File: src/hdl/hcf_pkg.sv
// ----------------------------------------------------------------------------
// hcf_pkg: shared definitions for the hall capture frequency estimator
// Field widths, register indexes, reset values and controller/datapath links.
// ----------------------------------------------------------------------------
package hcf_pkg;

  // Fixed field widths
  localparam int CFG_W     = 32;  // widest configuration register
  localparam int CFG_IDX_W = 2;   // register index width
  localparam int TMO_W     = 16;  // timeout_ticks and idle counter
  localparam int CAP_IN_W  = 32;  // capture_count port
  localparam int OUT_W     = 41;  // elec_freq, signed
  localparam int DIFF_W    = CFG_W + 2;  // signed difference plus wrap period
  localparam int MAG_W     = CFG_W + 1;  // divisor magnitude

  // Parameter defaults
  localparam int COUNT_WIDTH_DEF    = 32;
  localparam int FREQ_FRAC_BITS_DEF = 8;

  // Register indexes
  localparam logic [CFG_IDX_W-1:0] REG_COUNTER_PERIOD = 2'd0;
  localparam logic [CFG_IDX_W-1:0] REG_COUNTER_CLOCK  = 2'd1;
  localparam logic [CFG_IDX_W-1:0] REG_MIN_INTERVAL   = 2'd2;
  localparam logic [CFG_IDX_W-1:0] REG_TIMEOUT        = 2'd3;

  // Register reset values
  localparam logic [CFG_W-1:0] RST_COUNTER_PERIOD = 32'hFFFF_FFFF;
  localparam logic [CFG_W-1:0] RST_COUNTER_CLOCK  = 32'd64_000_000;
  localparam logic [CFG_W-1:0] RST_MIN_INTERVAL   = 32'd6400;
  localparam logic [TMO_W-1:0] RST_TIMEOUT        = 16'd2000;

  // Controller to datapath commands
  typedef struct packed {
    logic accept;     // take the input request
    logic step_diff;  // form the wrap-corrected difference
    logic step_mag;   // form the divisor magnitude
    logic div_start;  // launch the serial divider
    logic step_sat;   // apply sign and saturate the quotient
    logic load_out;   // move the result into the output register
  } hcf_cmd_t;

  // Datapath to controller status
  typedef struct packed {
    logic eq;        // capture equals the stored capture
    logic div_busy;  // divider still iterating
  } hcf_status_t;

endpackage

File: src/hdl/hcf_divider.sv
// ----------------------------------------------------------------------------
// hcf_divider: restoring serial divider
// Produces one quotient bit per cycle until all NUM_W quotient bits are formed.
// ----------------------------------------------------------------------------
module hcf_divider #(
  parameter int NUM_W = 40,
  parameter int DEN_W = 33
) (
  input  logic             clk,
  input  logic             rst,
  input  logic             start,
  input  logic [NUM_W-1:0] numerator,
  input  logic [DEN_W-1:0] denominator,
  output logic             busy,
  output logic [NUM_W-1:0] quotient
);

  localparam int CNT_W = $clog2(NUM_W + 1);

  logic [CNT_W-1:0] cnt;
  logic [DEN_W-1:0] rem;
  logic [DEN_W-1:0] den;
  logic [NUM_W-1:0] quo;
  logic [DEN_W:0]   shifted;
  logic [DEN_W:0]   trial;
  logic             ge;

  assign shifted = {rem, quo[NUM_W-1]};
  assign trial   = shifted - {1'b0, den};
  assign ge      = !trial[DEN_W];

  always_ff @(posedge clk) begin
    if (rst) begin
      cnt <= '0;
    end else if (start) begin
      cnt <= CNT_W'(NUM_W);
    end else if (cnt != '0) begin
      cnt <= cnt - CNT_W'(1);
    end
  end

  always_ff @(posedge clk) begin
    if (start) begin
      rem <= '0;
      den <= denominator;
      quo <= numerator;
    end else if (cnt != '0) begin
      rem <= ge ? trial[DEN_W-1:0] : shifted[DEN_W-1:0];
      quo <= {quo[NUM_W-2:0], ge};
    end
  end

  assign busy     = (cnt != '0);
  assign quotient = quo;

endmodule

File: src/hdl/hcf_datapath.sv
// ----------------------------------------------------------------------------
// hcf_datapath: capture difference, divisor guard, division and output
// Holds the configuration registers, the estimator state and the result.
// ----------------------------------------------------------------------------
module hcf_datapath #(
  parameter int COUNT_WIDTH    = hcf_pkg::COUNT_WIDTH_DEF,
  parameter int FREQ_FRAC_BITS = hcf_pkg::FREQ_FRAC_BITS_DEF
) (
  input  logic                              clk,
  input  logic                              rst,
  input  logic                              cfg_we,
  input  logic [hcf_pkg::CFG_IDX_W-1:0]     cfg_index,
  input  logic [hcf_pkg::CFG_W-1:0]         cfg_data,
  input  logic [hcf_pkg::CAP_IN_W-1:0]      capture_count,
  input  hcf_pkg::hcf_cmd_t                 cmd,
  output hcf_pkg::hcf_status_t              status,
  output logic signed [hcf_pkg::OUT_W-1:0]  elec_freq,
  output logic                              stopped
);

  localparam int CFG_W  = hcf_pkg::CFG_W;
  localparam int TMO_W  = hcf_pkg::TMO_W;
  localparam int OUT_W  = hcf_pkg::OUT_W;
  localparam int DIFF_W = hcf_pkg::DIFF_W;
  localparam int MAG_W  = hcf_pkg::MAG_W;
  localparam int NUM_W  = CFG_W + FREQ_FRAC_BITS;
  localparam int SAT_W  = (NUM_W > OUT_W + 1) ? NUM_W : OUT_W + 1;
  localparam logic [SAT_W-1:0] POS_LIMIT = (SAT_W'(1) << (OUT_W - 1)) - SAT_W'(1);
  localparam logic [SAT_W-1:0] NEG_LIMIT = SAT_W'(1) << (OUT_W - 1);

  // Configuration
  logic [CFG_W-1:0] counter_period;
  logic [CFG_W-1:0] counter_clock_hz;
  logic [CFG_W-1:0] min_interval_counts;
  logic [TMO_W-1:0] timeout_ticks;

  always_ff @(posedge clk) begin
    if (rst) begin
      counter_period      <= hcf_pkg::RST_COUNTER_PERIOD;
      counter_clock_hz    <= hcf_pkg::RST_COUNTER_CLOCK;
      min_interval_counts <= hcf_pkg::RST_MIN_INTERVAL;
      timeout_ticks       <= hcf_pkg::RST_TIMEOUT;
    end else if (cfg_we) begin
      unique case (cfg_index)
        hcf_pkg::REG_COUNTER_PERIOD: counter_period      <= cfg_data;
        hcf_pkg::REG_COUNTER_CLOCK:  counter_clock_hz    <= cfg_data;
        hcf_pkg::REG_MIN_INTERVAL:   min_interval_counts <= cfg_data;
        hcf_pkg::REG_TIMEOUT:        timeout_ticks       <= cfg_data[TMO_W-1:0];
        default: ;
      endcase
    end
  end

  // Estimator state
  logic [COUNT_WIDTH-1:0] cap_in;
  logic [COUNT_WIDTH-1:0] last_capture;
  logic [COUNT_WIDTH-1:0] prev_capture;
  logic [TMO_W-1:0]       idle_ticks;
  logic                   upd;        // this request runs the division
  logic                   stop_hit;   // this request forces zero

  assign cap_in    = capture_count[COUNT_WIDTH-1:0];
  assign status.eq = (cap_in == last_capture);

  always_ff @(posedge clk) begin
    if (rst) begin
      last_capture <= '0;
      idle_ticks   <= '0;
    end else if (cmd.accept) begin
      last_capture <= cap_in;
      if (!status.eq) begin
        idle_ticks <= '0;
      end else if (idle_ticks < timeout_ticks) begin
        idle_ticks <= idle_ticks + TMO_W'(1);
      end
    end
  end

  always_ff @(posedge clk) begin
    if (cmd.accept) begin
      prev_capture <= last_capture;
      upd          <= !status.eq;
      stop_hit     <= status.eq && !(idle_ticks < timeout_ticks);
    end
  end

  // Wrap-corrected difference
  logic [DIFF_W-1:0]        wrap_u;
  logic [DIFF_W-1:0]        half_u;
  logic signed [DIFF_W-1:0] d_raw;
  logic signed [DIFF_W-1:0] diff_r;

  assign wrap_u = DIFF_W'(counter_period) + DIFF_W'(1);
  assign half_u = wrap_u >> 1;
  assign d_raw  = $signed(DIFF_W'(last_capture)) - $signed(DIFF_W'(prev_capture));

  always_ff @(posedge clk) begin
    if (cmd.step_diff) begin
      if (d_raw < -$signed(half_u)) begin
        diff_r <= d_raw + $signed(wrap_u);
      end else begin
        diff_r <= d_raw;
      end
    end
  end

  // Divisor magnitude with minimum guard
  logic              neg_r;
  logic [DIFF_W-1:0] abs_d;
  logic [MAG_W-1:0]  mag;
  logic [MAG_W-1:0]  min_mag;
  logic [MAG_W-1:0]  divisor;
  logic [NUM_W-1:0]  numerator;
  logic [NUM_W-1:0]  quotient;

  assign abs_d     = diff_r[DIFF_W-1] ? DIFF_W'(-diff_r) : DIFF_W'(diff_r);
  assign mag       = abs_d[MAG_W-1:0];
  assign min_mag   = (min_interval_counts == '0) ? MAG_W'(1) : MAG_W'(min_interval_counts);
  assign numerator = NUM_W'(counter_clock_hz) << FREQ_FRAC_BITS;
  // diff_r is settled in the divisor step; the divider captures this directly
  assign divisor   = (mag < min_mag) ? min_mag : mag;

  always_ff @(posedge clk) begin
    if (cmd.step_mag) begin
      neg_r <= diff_r[DIFF_W-1];
    end
  end

  hcf_divider #(
    .NUM_W (NUM_W),
    .DEN_W (MAG_W)
  ) u_div (
    .clk         (clk),
    .rst         (rst),
    .start       (cmd.div_start),
    .numerator   (numerator),
    .denominator (divisor),
    .busy        (status.div_busy),
    .quotient    (quotient)
  );

  // Sign and saturation
  logic [SAT_W-1:0]  q_ext;
  logic [SAT_W-1:0]  q_sat;
  logic [OUT_W-1:0]  freq_r;

  assign q_ext = SAT_W'(quotient);

  always_comb begin
    if (neg_r) begin
      q_sat = (q_ext > NEG_LIMIT) ? NEG_LIMIT : q_ext;
    end else begin
      q_sat = (q_ext > POS_LIMIT) ? POS_LIMIT : q_ext;
    end
  end

  always_ff @(posedge clk) begin
    if (cmd.step_sat) begin
      freq_r <= neg_r ? OUT_W'(-q_sat) : OUT_W'(q_sat);
    end
  end

  // Output register doubles as the held frequency
  always_ff @(posedge clk) begin
    if (rst) begin
      elec_freq <= '0;
      stopped   <= 1'b0;
    end else if (cmd.load_out) begin
      if (upd) begin
        elec_freq <= $signed(freq_r);
      end else if (stop_hit) begin
        elec_freq <= '0;
      end
      stopped <= !upd && stop_hit;
    end
  end

  a_stopped_zero: assert property (@(posedge clk) disable iff (rst)
    stopped |-> (elec_freq == '0))
    else $error("stopped flagged with nonzero frequency");

endmodule

File: src/hdl/hcf_ctrl.sv
// ----------------------------------------------------------------------------
// hcf_ctrl: request sequencer
// Steps a request through difference, divisor, division, saturation, output.
// ----------------------------------------------------------------------------
module hcf_ctrl (
  input  logic                 clk,
  input  logic                 rst,
  input  logic                 in_valid,
  output logic                 in_stall,
  output logic                 out_valid,
  input  logic                 out_stall,
  input  hcf_pkg::hcf_status_t status,
  output hcf_pkg::hcf_cmd_t    cmd
);

  typedef enum logic [5:0] {
    ST_IDLE = 6'b000001,
    ST_DIFF = 6'b000010,
    ST_MAG  = 6'b000100,
    ST_DIV  = 6'b001000,
    ST_SAT  = 6'b010000,
    ST_OUT  = 6'b100000
  } hcf_state_t;

  hcf_state_t state;
  hcf_state_t state_next;
  logic       out_free;

  assign in_stall = (state != ST_IDLE);
  assign out_free = !out_valid || !out_stall;

  always_comb begin
    state_next    = state;
    cmd           = '0;
    unique case (state)
      ST_IDLE: begin
        if (in_valid) begin
          cmd.accept = 1'b1;
          state_next = status.eq ? ST_OUT : ST_DIFF;
        end
      end
      ST_DIFF: begin
        cmd.step_diff = 1'b1;
        state_next    = ST_MAG;
      end
      ST_MAG: begin
        cmd.step_mag = 1'b1;
        state_next   = ST_DIV;
      end
      ST_DIV: begin
        if (!status.div_busy) begin
          state_next = ST_SAT;
        end
      end
      ST_SAT: begin
        cmd.step_sat = 1'b1;
        state_next   = ST_OUT;
      end
      ST_OUT: begin
        if (out_free) begin
          cmd.load_out = 1'b1;
          state_next   = ST_IDLE;
        end
      end
      default: begin
        state_next = ST_IDLE;
      end
    endcase
    // divider loads on the edge that leaves the divisor step
    cmd.div_start = cmd.step_mag;
  end

  always_ff @(posedge clk) begin
    if (rst) begin
      state     <= ST_IDLE;
      out_valid <= 1'b0;
    end else begin
      state     <= state_next;
      out_valid <= cmd.load_out || (out_valid && out_stall);
    end
  end

  a_busy_after_accept: assert property (@(posedge clk) disable iff (rst)
    cmd.accept |=> in_stall)
    else $error("new request taken before the current one finished");

  a_load_shows_result: assert property (@(posedge clk) disable iff (rst)
    cmd.load_out |=> out_valid)
    else $error("loaded result not presented");

  a_load_only_free: assert property (@(posedge clk) disable iff (rst)
    cmd.load_out |-> (!out_valid || !out_stall))
    else $error("output register overwritten while stalled");

endmodule

File: src/hdl/hall_capture_frequency.sv
// ----------------------------------------------------------------------------
// hall_capture_frequency: electrical frequency from hall-edge timer captures
// Top level joining the request sequencer and the arithmetic datapath.
// ----------------------------------------------------------------------------
// Each input request carries the latest capture of a free-running timer taken
// at a hall edge. When the capture changed, the block takes the signed
// difference to the previous capture, adds one wrap period (counter_period
// plus one) when the difference lies below minus half that period, raises
// its magnitude to at least min_interval_counts (at least 1) keeping its
// sign, and divides counter_clock_hz * 2^FREQ_FRAC_BITS by it. The quotient
// is truncated, signed and saturated to 41 bits. When the capture is
// unchanged, an idle count runs up to timeout_ticks; a request that finds it
// already there forces the frequency to zero and raises stopped. Otherwise
// the previous frequency is repeated. Every request yields exactly one
// result. A changed capture goes from accept through difference, divisor,
// division, saturation and output load, the serial divider retiring one
// quotient bit per cycle; an unchanged capture goes straight to the output
// load. One request is in work at a time; the output register lets the
// next request be taken while a result still waits on a stalled output.
// Only the low COUNT_WIDTH bits of capture_count are used. Configuration
// writes take effect at once and are meant for idle periods only.
// ----------------------------------------------------------------------------
module hall_capture_frequency #(
  parameter int COUNT_WIDTH    = hcf_pkg::COUNT_WIDTH_DEF,    // 16 to 32
  parameter int FREQ_FRAC_BITS = hcf_pkg::FREQ_FRAC_BITS_DEF  // 0 to 16
) (
  input  logic                              clk,
  input  logic                              rst,
  // configuration write port
  input  logic                              cfg_we,
  input  logic [hcf_pkg::CFG_IDX_W-1:0]     cfg_index,
  input  logic [hcf_pkg::CFG_W-1:0]         cfg_data,
  // input requests
  input  logic                              in_valid,
  output logic                              in_stall,
  input  logic [hcf_pkg::CAP_IN_W-1:0]      capture_count,
  // results
  output logic                              out_valid,
  input  logic                              out_stall,
  output logic signed [hcf_pkg::OUT_W-1:0]  elec_freq,
  output logic                              stopped
);

  hcf_pkg::hcf_cmd_t    cmd;
  hcf_pkg::hcf_status_t status;

  // sequencer: one request at a time, output handshake
  hcf_ctrl u_ctrl (
    .clk       (clk),
    .rst       (rst),
    .in_valid  (in_valid),
    .in_stall  (in_stall),
    .out_valid (out_valid),
    .out_stall (out_stall),
    .status    (status),
    .cmd       (cmd)
  );

  // datapath: config, state, difference, divider, output register
  hcf_datapath #(
    .COUNT_WIDTH    (COUNT_WIDTH),
    .FREQ_FRAC_BITS (FREQ_FRAC_BITS)
  ) u_dp (
    .clk           (clk),
    .rst           (rst),
    .cfg_we        (cfg_we),
    .cfg_index     (cfg_index),
    .cfg_data      (cfg_data),
    .capture_count (capture_count),
    .cmd           (cmd),
    .status        (status),
    .elec_freq     (elec_freq),
    .stopped       (stopped)
  );

endmodule

File: config.mk
export PLATFORM = sky130hd
export DESIGN_NAME = hall_capture_frequency
export DESIGN_NICKNAME = d
export VERILOG_FILES = /design/src/hdl/hcf_pkg.sv /design/src/hdl/hcf_divider.sv /design/src/hdl/hcf_datapath.sv /design/src/hdl/hcf_ctrl.sv /design/src/hdl/hall_capture_frequency.sv
export SDC_FILE = /design/constraint.sdc
export NUM_CORES = 1
export LEC_CHECK = 0
export CAP_MARGIN = 0
export CORE_MARGIN = 5
export CORE_UTILIZATION = 45
export DETAILED_ROUTE_END_ITERATION = 7
export DONT_BUFFER_PORTS = 1
export GPL_TIMING_DRIVEN = 0
export SLEW_MARGIN = 20
export SYNTH_ARGS = -nofsm -noshare
export SYNTH_HDL_FRONTEND = slang
export SYNTH_HIERARCHICAL = 1
export SYNTH_SLANG_ARGS = --single-unit
export TNS_END_PERCENT = 50
File: constraint.sdc
create_clock -name clk -period 9.35 [get_ports clk]
set_input_delay 0.4675 -clock clk [delete_from_list [all_inputs] [get_ports clk]]
set_output_delay 0.4675 -clock clk [all_outputs]
set_load 0.005 [all_outputs]
* After elaboration in Yosys (flattened, before gate mapping) *
Cells that the tools add are included.

cells by class
  $lt $le $gt $ge = 5
  $add $sub $neg = 9
  multiplexer cells = 29
  reductions and logical operators = 24
  equality and inequality tests = 15

operators with widths
  cell                                                                               number
  41-bit 2-to-1 mux                                                                  5
  40-bit 2-to-1 mux                                                                  3
  33-bit 2-to-1 mux                                                                  3
  40-bit by 41-bit greater-than comparator with 1-bit output, second input constant  1
  41-bit negator                                                                     1
  40-bit greater-than comparator, second input constant                              1
  6-bit 2-to-1 mux                                                                   6
  6-bit one-hot mux with 6 select lines                                              1
  34-bit adder                                                                       1
  34-bit < comparator                                                                1
  34-bit 2-to-1 mux                                                                  1
  33-bit negator with 34-bit output                                                  1
  34-bit by 33-bit subtractor with 34-bit output                                     1
  32-bit by 1-bit adder with 33-bit output, second input constant                    1
  33-bit < comparator                                                                1
  33-bit negator                                                                     1
  32-bit by 32-bit subtractor with 33-bit output                                     1
  32-bit equality test                                                               1
  32-bit logical NOT                                                                 1
  16-bit 2-to-1 mux                                                                  2
  32-bit 2-to-1 mux                                                                  1
  16-bit by 1-bit adder with 16-bit output, second input constant                    1
  16-bit < comparator                                                                1
  2-bit AND reduction                                                                6
  other kinds (21)                                                                   39

storage, ports and cells
  input bits = 71
  bits in registers = 431

* Depth between registers and ports, before layout *
Gate-level depths: netlist (run 1).

  depth in word-level cells = 5
  gate-level depth with buffers = 24
  mapped depth without buffers = 22

* By module *
The synthesis (run 1) kept the hierarchy.

by module, submodules not included
  module        area an instance (um2)  cells each  sequential area each (um2)  instances
  hcf_datapath  19608.8                 2182        7347.0                      1
  hcf_divider   6673.9                  645         2972.9                      1
  hcf_ctrl      406.6                   47          140.1                       1

* Least setup slack after synthesis (run 1) *
Ideal clock, no wire load.

  path kind = reg2reg
  start = register u_ctrl.state[3]
  end = register u_dp.u_div.quo[0] (netlist: u_dp/u_div/quotient[0]) (enable)
  clock period less this slack = 5598 ps
  cell stages (with the launch flop) = 5
  library setup time = 404 ps
  arrival time = 5194 ps
  path buffers = 1
  setup slack = 3752 ps
  cells stage by stage = dfxtp_1 -> or4_1 -> nor3b_1 -> clkbuf_1 -> nand2b_1

RTL lines
  what                      RTL line           RTL
  start: declaration        hcf_ctrl.sv:25     hcf_state_t state;
  start signal: assignment  hcf_ctrl.sv:78     state <= state_next;
  end signal: assignment    hcf_divider.sv:46  quo <= numerator;
  end signal: assignment    hcf_divider.sv:49  quo <= {quo[NUM_W-2:0], ge};
  end: declaration          hcf_divider.sv:23  logic [NUM_W-1:0] quo;

* Worst setup path after layout (run 1) *
  start = register u_dp.counter_period[4]
  end = register u_dp.diff_r[3] (data pin)

on the way
  cells in the longest elaborated chain, start to end = 4

ends and longest elaborated chain
  what                                      RTL line             RTL
  start: declaration                        hcf_datapath.sv:32   logic [CFG_W-1:0] counter_period;
  start signal: assignment                  hcf_datapath.sv:39   counter_period <= hcf_pkg::RST_COUNTER_PERIOD;
  start signal: assignment                  hcf_datapath.sv:45   hcf_pkg::REG_COUNTER_PERIOD: counter_period <= cfg_data;
  32-bit by 1-bit adder with 33-bit output  hcf_datapath.sv:93   assign wrap_u = DIFF_W'(counter_period) + DIFF_W'(1);
  33-bit negator with 34-bit output         hcf_datapath.sv:99   if (d_raw < -$signed(half_u)) begin
  34-bit < comparator                       hcf_datapath.sv:99
  34-bit 2-to-1 mux                         hcf_datapath.sv:99
  end signal: assignment                    hcf_datapath.sv:100  diff_r <= d_raw + $signed(wrap_u);
  end signal: assignment                    hcf_datapath.sv:102  diff_r <= d_raw;
  end: declaration                          hcf_datapath.sv:91   logic signed [DIFF_W-1:0] diff_r;

Every way passes these cells.
A chain may end at the register's enable or synchronous reset.

==> flow_summary.ini, run 1 <==
[logic_synthesis]
yosysSeqAreaShare = 0.392
synth_area_leaders = edfxtp_1 21%, dfxtp_1 19%, ha_1 8.6%
synth_warnings = 6
synth_top_area_frac = 0.206
ys_seq_elements = 431
synth_edf_count = 183
yosysUniqueCellTypes = 100
syn_area_um2 = 26700
ys.flop_type = dfxtp_1
syn-instance-count = 2874
syn_avg_cell_area_um2 = 9.29
yosysTopAreaCell = edfxtp_1
async_flop_share = 0

[worst_hold_path]
hold_class = in2reg
holdPathStages = 2
hp-start = cfg_data[0]
whs_endpoint = u_dp/counter_clock_hz[0]

[critical_path]
required_ns = 9.70
critPathTopFamily = simple AND/OR/NAND/NOR gates
critPathBufInv = 3
cp_slowest_cell = nor3_1
cp-start-kind = register
arrival_ns = 7.08
cp-end-kind = register
r2r_slack_ns = 2.62
crit_type = reg2reg
reg2reg_depth = 19
path_cells = nand3_2 -> nor3_1 -> xnor2_1 -> a31oi_1 -> nor4b_2 -> nand3_1 -> or3_1 -> or3_1 -> xnor2_1 -> ha_1 -> nand4_1 -> nor4_1 -> o21ai_0 -> a32o_1 -> inv_1 -> clkbuf_1 -> clkbuf_1 -> nand2_1 -> o21ai_0
r2r_end = u_dp/diff_r[3]
cp_slowest_stage_delay_ns = 0.74
cp_max_fo = 10
reg2reg_from = u_dp/counter_period[4]

[clocking]
cts_root_buf = clkbuf_16
cts_made_buffers = 47
clk_latency_ns = 0.60
path_clk_slew_ns = 0.06
cts_tree = built
cts_resized = 0
cts_buffer_depth = 3
clock_sinks = 431
h-tree-depth = 2

[drt]
antenna_left = 0
wirelength_mm = 76.8
wl_per_cell_um = 20.2
drt-pass1-iter-count = 6
avgViaCountPerCell = 5.75
drcViolationCount = 0
drt_iter0_markers = 1636
vias = 21900

[layout]
layout.nets = 3257
drive_above_1_share = 0.0823
final_area_um2 = 30200
area_growth_pct = 13.1
final_cells = 3813
fillers = 5392
final_core_util = 0.512

[sta]
max_freq_ghz = 0.149
worstMarginPinSlew_ns = 0.989
slew_headroom = 0.335
finalHoldViolations = 0
min_period_over_period = 0.720
setup_total_negative_slack_ns = 0
rsz0062_at_grt = no
post-route-min-period_ns = 6.73
finalSetupViolCount = 0
clock_skew_ns = 0.0208
slew_viol_final = 0

[global_route]
grt_max_degree = 33
gr-total-overflow = 0
use_met3 = 0.0355
grt-busiest-layer = met2
grt_pass1_wl_mm = 119
met2_usage = 0.384
grt.met1_usage = 0.309
grt_usage = 0.231
grt_antenna_before_repair = 6
grt_pass1_vias = 21200

[power]
switching_share = 0.374
power_frac_clock = 0.261
combPwrFrac = 0.412
powerDensity_nw_per_um2 = 265
switchingPower_mw = 3.00
p_leak_nw = 11.7
ir_drop_mv = 0.164
seq_power_share = 0.326
internal_power_mw = 5.02

[die]
start_util = 0.453
die_area_um2 = 64300
coreArea_um2 = 58900
io_pins = 115
die_x_um = 254
fp.dieH_um = 254
fp-row-count = 89

[placed_design]
dpl.cell_count = 3664
placed_area_um2 = 27800
numPortBuffers = 0
routabilityCongestion = 0.948
hpwl_mm = 59.5

[status]
run_status = completed

[job]
drv_cap = 0
[routing by layer]
metal	up-vias	routed length (um)
met2	656	35900
met3	152	4800
met4	2	2820
li1	10600	-
met1	10500	33300
met5	-	13
[registers in the layout, indices dropped and copies added (netlist names), 6 cells and up]
signal	cells
u_dp/idle_ticks	16
u_ctrl/state	6
u_dp/u_div/den	33
u_dp/diff_r	34
u_dp/timeout_ticks	16
u_dp/freq_r	41
u_dp/u_div/cnt	6
u_dp/counter_clock_hz	32
u_dp/elec_freq	41
u_dp/counter_period	32
u_dp/last_capture	32
u_dp/min_interval_counts	32
u_dp/u_div/rem	33
u_dp/prev_capture	32
u_dp/u_div/quotient	40
[worst max-delay path by stage]
stage	startpoint	slack, ns	depth (start not counted)	to
2_1_floorplan	u_ctrl/state[3]	3.75	4	u_dp/u_div/quotient[0]
3_3_place_gp	u_ctrl/state[3]	1.52	4	u_dp/u_div/quotient[4]
3_5_place_dp	u_dp/last_capture[0]	2.62	21	u_dp/diff_r[0]
4_1_cts	u_dp/last_capture[0]	2.58	21	u_dp/diff_r[0]
5_1_grt	u_dp/last_capture[0]	2.06	24	u_dp/diff_r[3]
6_report	u_dp/counter_period[4]	2.62	19	u_dp/diff_r[3]
[worst reg2reg max path: cells and delay by family, from the launching register on]
kind	cells	cell delay, ns
compound gates	4	0.86
simple gates	9	3.32
xor+xnor	2	0.35
flops	1	0.44
buf+inv	3	1.23
fa+ha+maj	1	0.32
[logic make-up (layout without fill, tap and decap cells)]
group           Yosys count  count (layout)  synth area share
compound gates          662             662             0.166
other cells               1              10          0.000141
xor+xnor                253             253            0.0830
simple gates            918             918             0.170
flops                   431             431             0.392
buf+inv                 297             454            0.0453
fa+ha+maj               186             186            0.0880
mux                     126             126            0.0552
[cells in the mapped netlist, types with 6 or more instances]
cell	count
o31ai_1	30
a311oi_2	8
o41ai_1	11
a22oi_1	41
nand4_1	42
o21bai_1	8
or2_2	7
buf_2	6
xnor2_1	174
buf_6	7
nor2_1	227
nand3_1	62
o21a_1	19
nand3b_1	19
a21o_1	67
a21boi_0	8
o21ai_1	9
a211oi_1	21
or3_1	24
and2_1	20
mux2i_1	44
xor2_1	79
a31oi_1	26
and4_1	12
mux2_4	29
nor3b_1	13
nor3_1	22
nand2_1	303
and3_1	17
a21oi_1	199
inv_1	176
nor4_1	25
nand2b_1	20
nor2b_1	47
edfxtp_1	183
clkbuf_1	88
ha_1	183
o21ai_0	102
mux2_2	51
o211ai_1	13
dfxtp_1	248
or4_1	30
buf_1	14
a211o_1	40
[area by class of cell]
type / instances / area (um^2) / area share
Clock buffer: 56 / 1250 / 0.0414
Antenna cell: 2 / 5.00 / 0.000166
Sequential cell: 431 / 10500 / 0.346
Multi-Input combinational cell: 2153 / 15100 / 0.499
Clock inverter: 31 / 497 / 0.0165
Buffer: 121 / 549 / 0.0182
Inverter: 176 / 661 / 0.0219
Tap cell: 773 / 967 / 0.0320
Timing Repair Buffer: 70 / 721 / 0.0239
[power by group through the flow]
| stage | combinational [mW] | clock, mW | sequential [mW] |
|---|---|---|---|
| floorplan | 2.45 | 0 | 2.56 |
| global placement | 3.13 | 0 | 2.65 |
| detailed placement | 3.22 | 0 | 2.65 |
| CTS | 3.28 | 2.14 | 2.61 |
| global route | 3.64 | 2.22 | 2.64 |
| finish | 3.30 | 2.09 | 2.62 |
[stage by stage]
stage	power, mW	hold slack [ns]	setup WS, ns
floorplan	5.01	0.433	3.75
global placement	5.77	0.448	1.52
detailed placement	5.86	0.452	2.62
CTS	8.02	0.000994	2.58
global route	8.50	0.0111	2.06
finish	8.01	0.0255	2.62
[layout by cell type (no fill, tap or decap), types with 79 or more instances in the layout]
master / instances
edfxtp_1: 183
clkbuf_1: 94
xor2_1: 79
nor2_1: 226
dfxtp_1: 248
xnor2_1: 174
inv_1: 176
nand2_1: 303
o21ai_0: 102
ha_1: 183
a21oi_1: 199
[what timing repair did]
| action | in CTS | in global routing |
|---|---|---|
| hold buffers | 60 | 0 |
| hold endpoints to repair | 144 | 0 |
| buffers inserted | 0 | 0 |
Power figures use the tool's default switching activity.
==> inputs of run 2 (changes only) <==
- clock period: 9.35 -> 6.1 ns (I/O delays scaled with it)
==> run 2 against run 1 <==
  * Clock power increased by 54%
  * Die area unchanged
  * Routed wire length about the same
  * Largest power group unchanged
  * Core utilization increased by 0.35 points
  * Critical path type unchanged
==> flow_summary.ini, run 2 (synthesis results as in run 1) <==
[status]
run_status = completed

[critical_path]
cp-end-kind = register
reg2reg_depth = 19
r2r_slack_ns = 0.30
cp_slowest_cell = dfxtp_1
arrival_ns = 6.12
critPathTopFamily = simple AND/OR/NAND/NOR gates
critPathBufInv = 2
r2r_end = u_dp/diff_r[4]
cp_slowest_stage_delay_ns = 0.50
path_cells = nand4_1 -> nor4_2 -> and2_1 -> nand3_1 -> xor2_1 -> nand3_1 -> or2_1 -> or3_1 -> or3_1 -> xnor2_1 -> ha_1 -> nand4_1 -> nor4_1 -> o21ai_0 -> a32o_1 -> clkinvlp_4 -> clkbuf_2 -> nand2_1 -> o31ai_1
reg2reg_from = u_dp/counter_period[12]
required_ns = 6.42
crit_type = reg2reg
startpoint = u_dp/counter_period[12]
cp_max_fo = 10
cp-start-kind = register

[power]
ir_drop_mv = 0.247
switching_share = 0.374
internal_power_mw = 7.72
switchingPower_mw = 4.61
seq_power_share = 0.325
combPwrFrac = 0.415
power_mw = 12.3
power_frac_clock = 0.260
powerDensity_nw_per_um2 = 406
p_leak_nw = 11.8

[global_route]
grt_antenna_before_repair = 5
grt-busiest-layer = met2
met2_usage = 0.385
grt_pass1_vias = 21300
gr-total-overflow = 0
grt_pass1_wl_mm = 119
grt.met1_usage = 0.308
grt_max_degree = 33
grt_usage = 0.231
use_met3 = 0.0351

[clocking]
cts_tree = built
cts_buffer_depth = 3
h-tree-depth = 2
cts_root_buf = clkbuf_16
path_clk_slew_ns = 0.06
cts_made_buffers = 47
clk_latency_ns = 0.60
clock_sinks = 431

[drt]
vias = 22000
wl_per_cell_um = 20.1
drt-pass1-iter-count = 5
avgViaCountPerCell = 5.73
drt_iter0_markers = 1658
antenna_left = 0
wirelength_mm = 76.8
drcViolationCount = 0

[worst_hold_path]
whs_endpoint = u_dp/counter_period[4]
hold_class = in2reg
holdPathStages = 3
hp-start = cfg_index[1]

[sta]
slew_viol_final = 0
timing.hold.ws_ns = 0.0483
min_period_over_period = 0.951
post-route-min-period_ns = 5.80
finalHoldViolations = 0
max_freq_ghz = 0.172
slew_headroom = 0.342
rsz0062_at_grt = no
finalSetupViolCount = 0
clock_skew_ns = 0.0188
worstMarginPinSlew_ns = 0.986

[layout]
final_area_um2 = 30400
area_growth_pct = 13.9
drive_above_1_share = 0.0891
final_cell_mix = 303 x nand2_1, 248 x dfxtp_1, 225 x nor2_1
layout.nets = 3272
final_common_cell = nand2_1

[die]
fp.dieH_um = 254
die_x_um = 254
io_pins = 115
start_util = 0.453
coreArea_um2 = 58900
fp-row-count = 89
die_area_um2 = 64300

[placed_design]
hpwl_mm = 59.5
numPortBuffers = 0
routabilityCongestion = 0.948
placed_area_um2 = 27800

[job]
drv_cap = 0
==> run 2: cell count changes in the layout (fill, tap and decap cells not counted), sizes merged <==
cell | previous run | this run
diode | 2 | 4
inv | 182 | 181
buf | 42 | 50
clkbuf | 145 | 144
clkinvlp | 3 | 4
dlygate4sd3 | 60 | 68
==> run 2: per-stage QoR <==
stage	utilization	cells	worst slack, ns	TNS [ns]
2_1_floorplan	-	2881	0.502	0
3_3_place_gp	0.470	3654	-1.73	-129.51
3_5_place_dp	0.472	3664	-0.630	-9.84
4_1_cts	0.514	3818	0.0322	0
5_1_grt	0.516	3826	0.0199	0
6_report	0.516	3830	0.300	0
==> run 2: tightest hold or removal path, cell delays in order <==
cell	delay, ns
nor3b_2	0.08
nor2b_1	0.13
a211o_1	0.10
==> run 2: worst max-delay path by stage <==
stage                                   endpoint  slack, ns  cells past startpoint
after floorplan           u_dp/u_div/quotient[0]       0.50                      4
after global placement    u_dp/u_div/quotient[4]      -1.73                      4
after detailed placement          u_dp/diff_r[0]      -0.63                     21
after CTS                         u_dp/diff_r[3]       0.03                     23
after global routing              u_dp/diff_r[3]       0.02                     18
final                             u_dp/diff_r[4]       0.30                     19
==> run 2: power groups by stage <==
stage / Sequential, mW / Clock [mW] / Combinational [mW]
after CTS: 4.00 / 3.27 / 5.03
after floorplan: 3.93 / 0 / 3.76
final: 4.01 / 3.21 / 5.12
after global routing: 4.05 / 3.40 / 5.63
after global placement: 4.06 / 0 / 4.79
after detailed placement: 4.06 / 0 / 4.93
==> run 2: routing by layer <==
layer,part of all wire,vias to the layer above
met5,0.00017,-
met4,0.036,2
met3,0.056,151
met2,0.47,606
met1,0.44,10600
li1,-,10600
==> run 2: timing repair <==
item                                   in CTS  in global routing
setup buffers                               0                  8
endpoints found under the hold margin     155                  0
cloned                                      0                  0
hold buffers                               68                  0
pin swaps                                   0                  2
resized for setup                           6                 15
setup endpoints to repair                  31                 25
==> run 2: area by class of cell <==
type                       instances  area (um^2)
antenna                            4         10.0
buffer                           120          554
clock buffer                      56         1250
clock inverter                    31          497
fill                            5369        28500
inverter                         176          664
multi-input combinational       2153        15100
sequential                       431        10500
tap                              773          967
timing repair buffer              86          861
==> inputs of run 3 (changes only) <==
- clock period: 6.1 -> 6.39 ns (I/O delays scaled with it)
==> run 3 against run 2 <==
  * Clock power down 5%
  * Design area shrank 0.34%
  * Core utilization fell by 0.17 points
  * First-iteration DRC count down 1.8%
  * Sequential power shrank 5%
  * Routed wire length is essentially flat
  * Cell count down 0.18%
  * Via count down 0.12%
  * Critical path type unchanged
  * Largest power group unchanged
==> flow_summary.ini, run 3 (synthesis results as in run 1) <==
[drt]
drt_iter0_markers = 1628
wl_per_cell_um = 20.1
wirelength_mm = 76.8
vias = 21900
drcViolationCount = 0
drt-pass1-iter-count = 5
avgViaCountPerCell = 5.74
antenna_left = 0

[global_route]
use_met3 = 0.0349
grt_max_degree = 33
grt_pass1_vias = 21300
grt-busiest-layer = met2
grt_antenna_before_repair = 5
gr-total-overflow = 0
met2_usage = 0.384
grt.met1_usage = 0.308
grt_usage = 0.231
grt_pass1_wl_mm = 119

[placed_design]
numPortBuffers = 0
hpwl_mm = 59.5
routabilityCongestion = 0.948

[critical_path]
required_ns = 6.75
arrival_ns = 6.50
r2r_slack_ns = 0.25
reg2reg_depth = 18
startpoint = u_dp/counter_period[1]
reg2reg_from = u_dp/counter_period[1]
endpoint = u_dp/diff_r[1]
cp_max_fo = 10
cp-end-kind = register
crit_type = reg2reg
cp-start-kind = register
r2r_end = u_dp/diff_r[1]

[clocking]
cts_tree = built
cts_made_buffers = 47
path_clk_slew_ns = 0.06
h-tree-depth = 2
post-cts-setup-buffer-count = 0
cts_buffer_depth = 3
clk_latency_ns = 0.60
cts_root_buf = clkbuf_16
clock_sinks = 431

[die]
coreArea_um2 = 58900
start_util = 0.453
io_pins = 115
fp.dieH_um = 254
fp-row-count = 89
die_area_um2 = 64300
die_x_um = 254

[layout]
drive_above_1_share = 0.0844
layout.nets = 3264
area_growth_pct = 13.5
final_common_cell = nand2_1
final_cell_mix = 303 x nand2_1, 248 x dfxtp_1, 226 x nor2_1

[sta]
min_period_over_period = 0.961
timing.hold.ws_ns = 0.0605
finalSetupViolCount = 0
finalHoldViolations = 0
setup_total_negative_slack_ns = 0
rsz0062_at_grt = yes
clock_skew_ns = 0.0191
slew_headroom = 0.351
worstMarginPinSlew_ns = 0.965
slew_viol_final = 0
max_freq_ghz = 0.163
post-route-min-period_ns = 6.14

[power]
ir_drop_mv = 0.239
p_leak_nw = 11.7
powerDensity_nw_per_um2 = 387

[job]
drv_cap = 0

[worst_hold_path]
hold_class = in2reg

[status]
run_status = completed
[run 3: cell count changes in the layout (fill, tap and decap cells not counted), sizes merged]
cell and change:
diode +1, clkbuf +2, buf -10
[run 3: layout make-up]
class	instances	area, um^2
flip-flops and latches	431	10500
repair buffers	78	801
fillers	5375	28600
well taps	773	967
clock buffers	56	1250
inverters	176	664
multi-input cells	2153	15100
diodes	5	12.5
plain buffers	120	551
clock inverters	31	497
[run 3: worst max-delay path, stage by stage, from the launching register on]
cell and delay, ns:
dfxtp_1 0.40, ha_1 0.26, nand3_1 0.28, nor3_2 0.40
and3_1 0.29, nand2_1 0.09, o21ai_1 0.37, nand3_1 0.38
or3_1 0.54, or3_1 0.44, xnor2_1 0.15, ha_1 0.33
nand4_1 0.14, nor4_1 0.27, o21ai_0 0.16, a32o_1 0.38
clkbuf_2 0.29, clkbuf_2 0.33, a21oi_1 0.40
[run 3: where the power goes]
group,total [mW],leakage (nW),internal [mW],switching (mW)
logic,4.85,7.11,2.04,2.81
clock network,3.06,0.847,1.86,1.20
registers,3.82,3.75,3.44,0.381
total,11.7,11.7,7.35,4.39
[run 3: metrics by stage]
stage	setup slack, ns	instances	utilization	area (um^2)	total power [mW]
2_1_floorplan	0.792	2881	-	26700	7.34
3_3_place_gp	-1.44	3654	0.470	27700	8.45
3_5_place_dp	-0.340	3664	0.472	27800	8.58
4_1_cts	0.0877	3819	0.514	30300	11.7
5_1_grt	-0.0438	3818	0.514	30300	12.4
6_report	0.249	3823	0.514	30300	11.7
[run 3: worst min-delay path by stage]
stage                       startpoint                endpoint  slack [ns]  cells after the start
after floorplan                    rst        u_ctrl/out_valid        0.39                      1
after global placement             rst        u_ctrl/out_valid        0.39                      1
after detailed placement           rst        u_ctrl/out_valid        0.39                      1
after CTS                    out_stall         u_ctrl/state[0]        0.02                      3
after global routing         out_stall         u_ctrl/state[0]        0.06                      3
final                     cfg_index[1]  u_dp/counter_period[4]        0.06                      3
[run 3: per-layer routing]
metal / up-vias / part of all wire
met5: - / 0.00017
met4: 2 / 0.038
met3: 159 / 0.059
met2: 616 / 0.47
met1: 10500 / 0.44
li1: 10600 / -
[run 3: repair_timing]
action                     in CTS  in global routing
hold endpoints to repair      155                  0
pin swaps                       0                  1
setup endpoints to repair      19                 24
hold buffers                   68                  0
gates resized for setup         4                  5
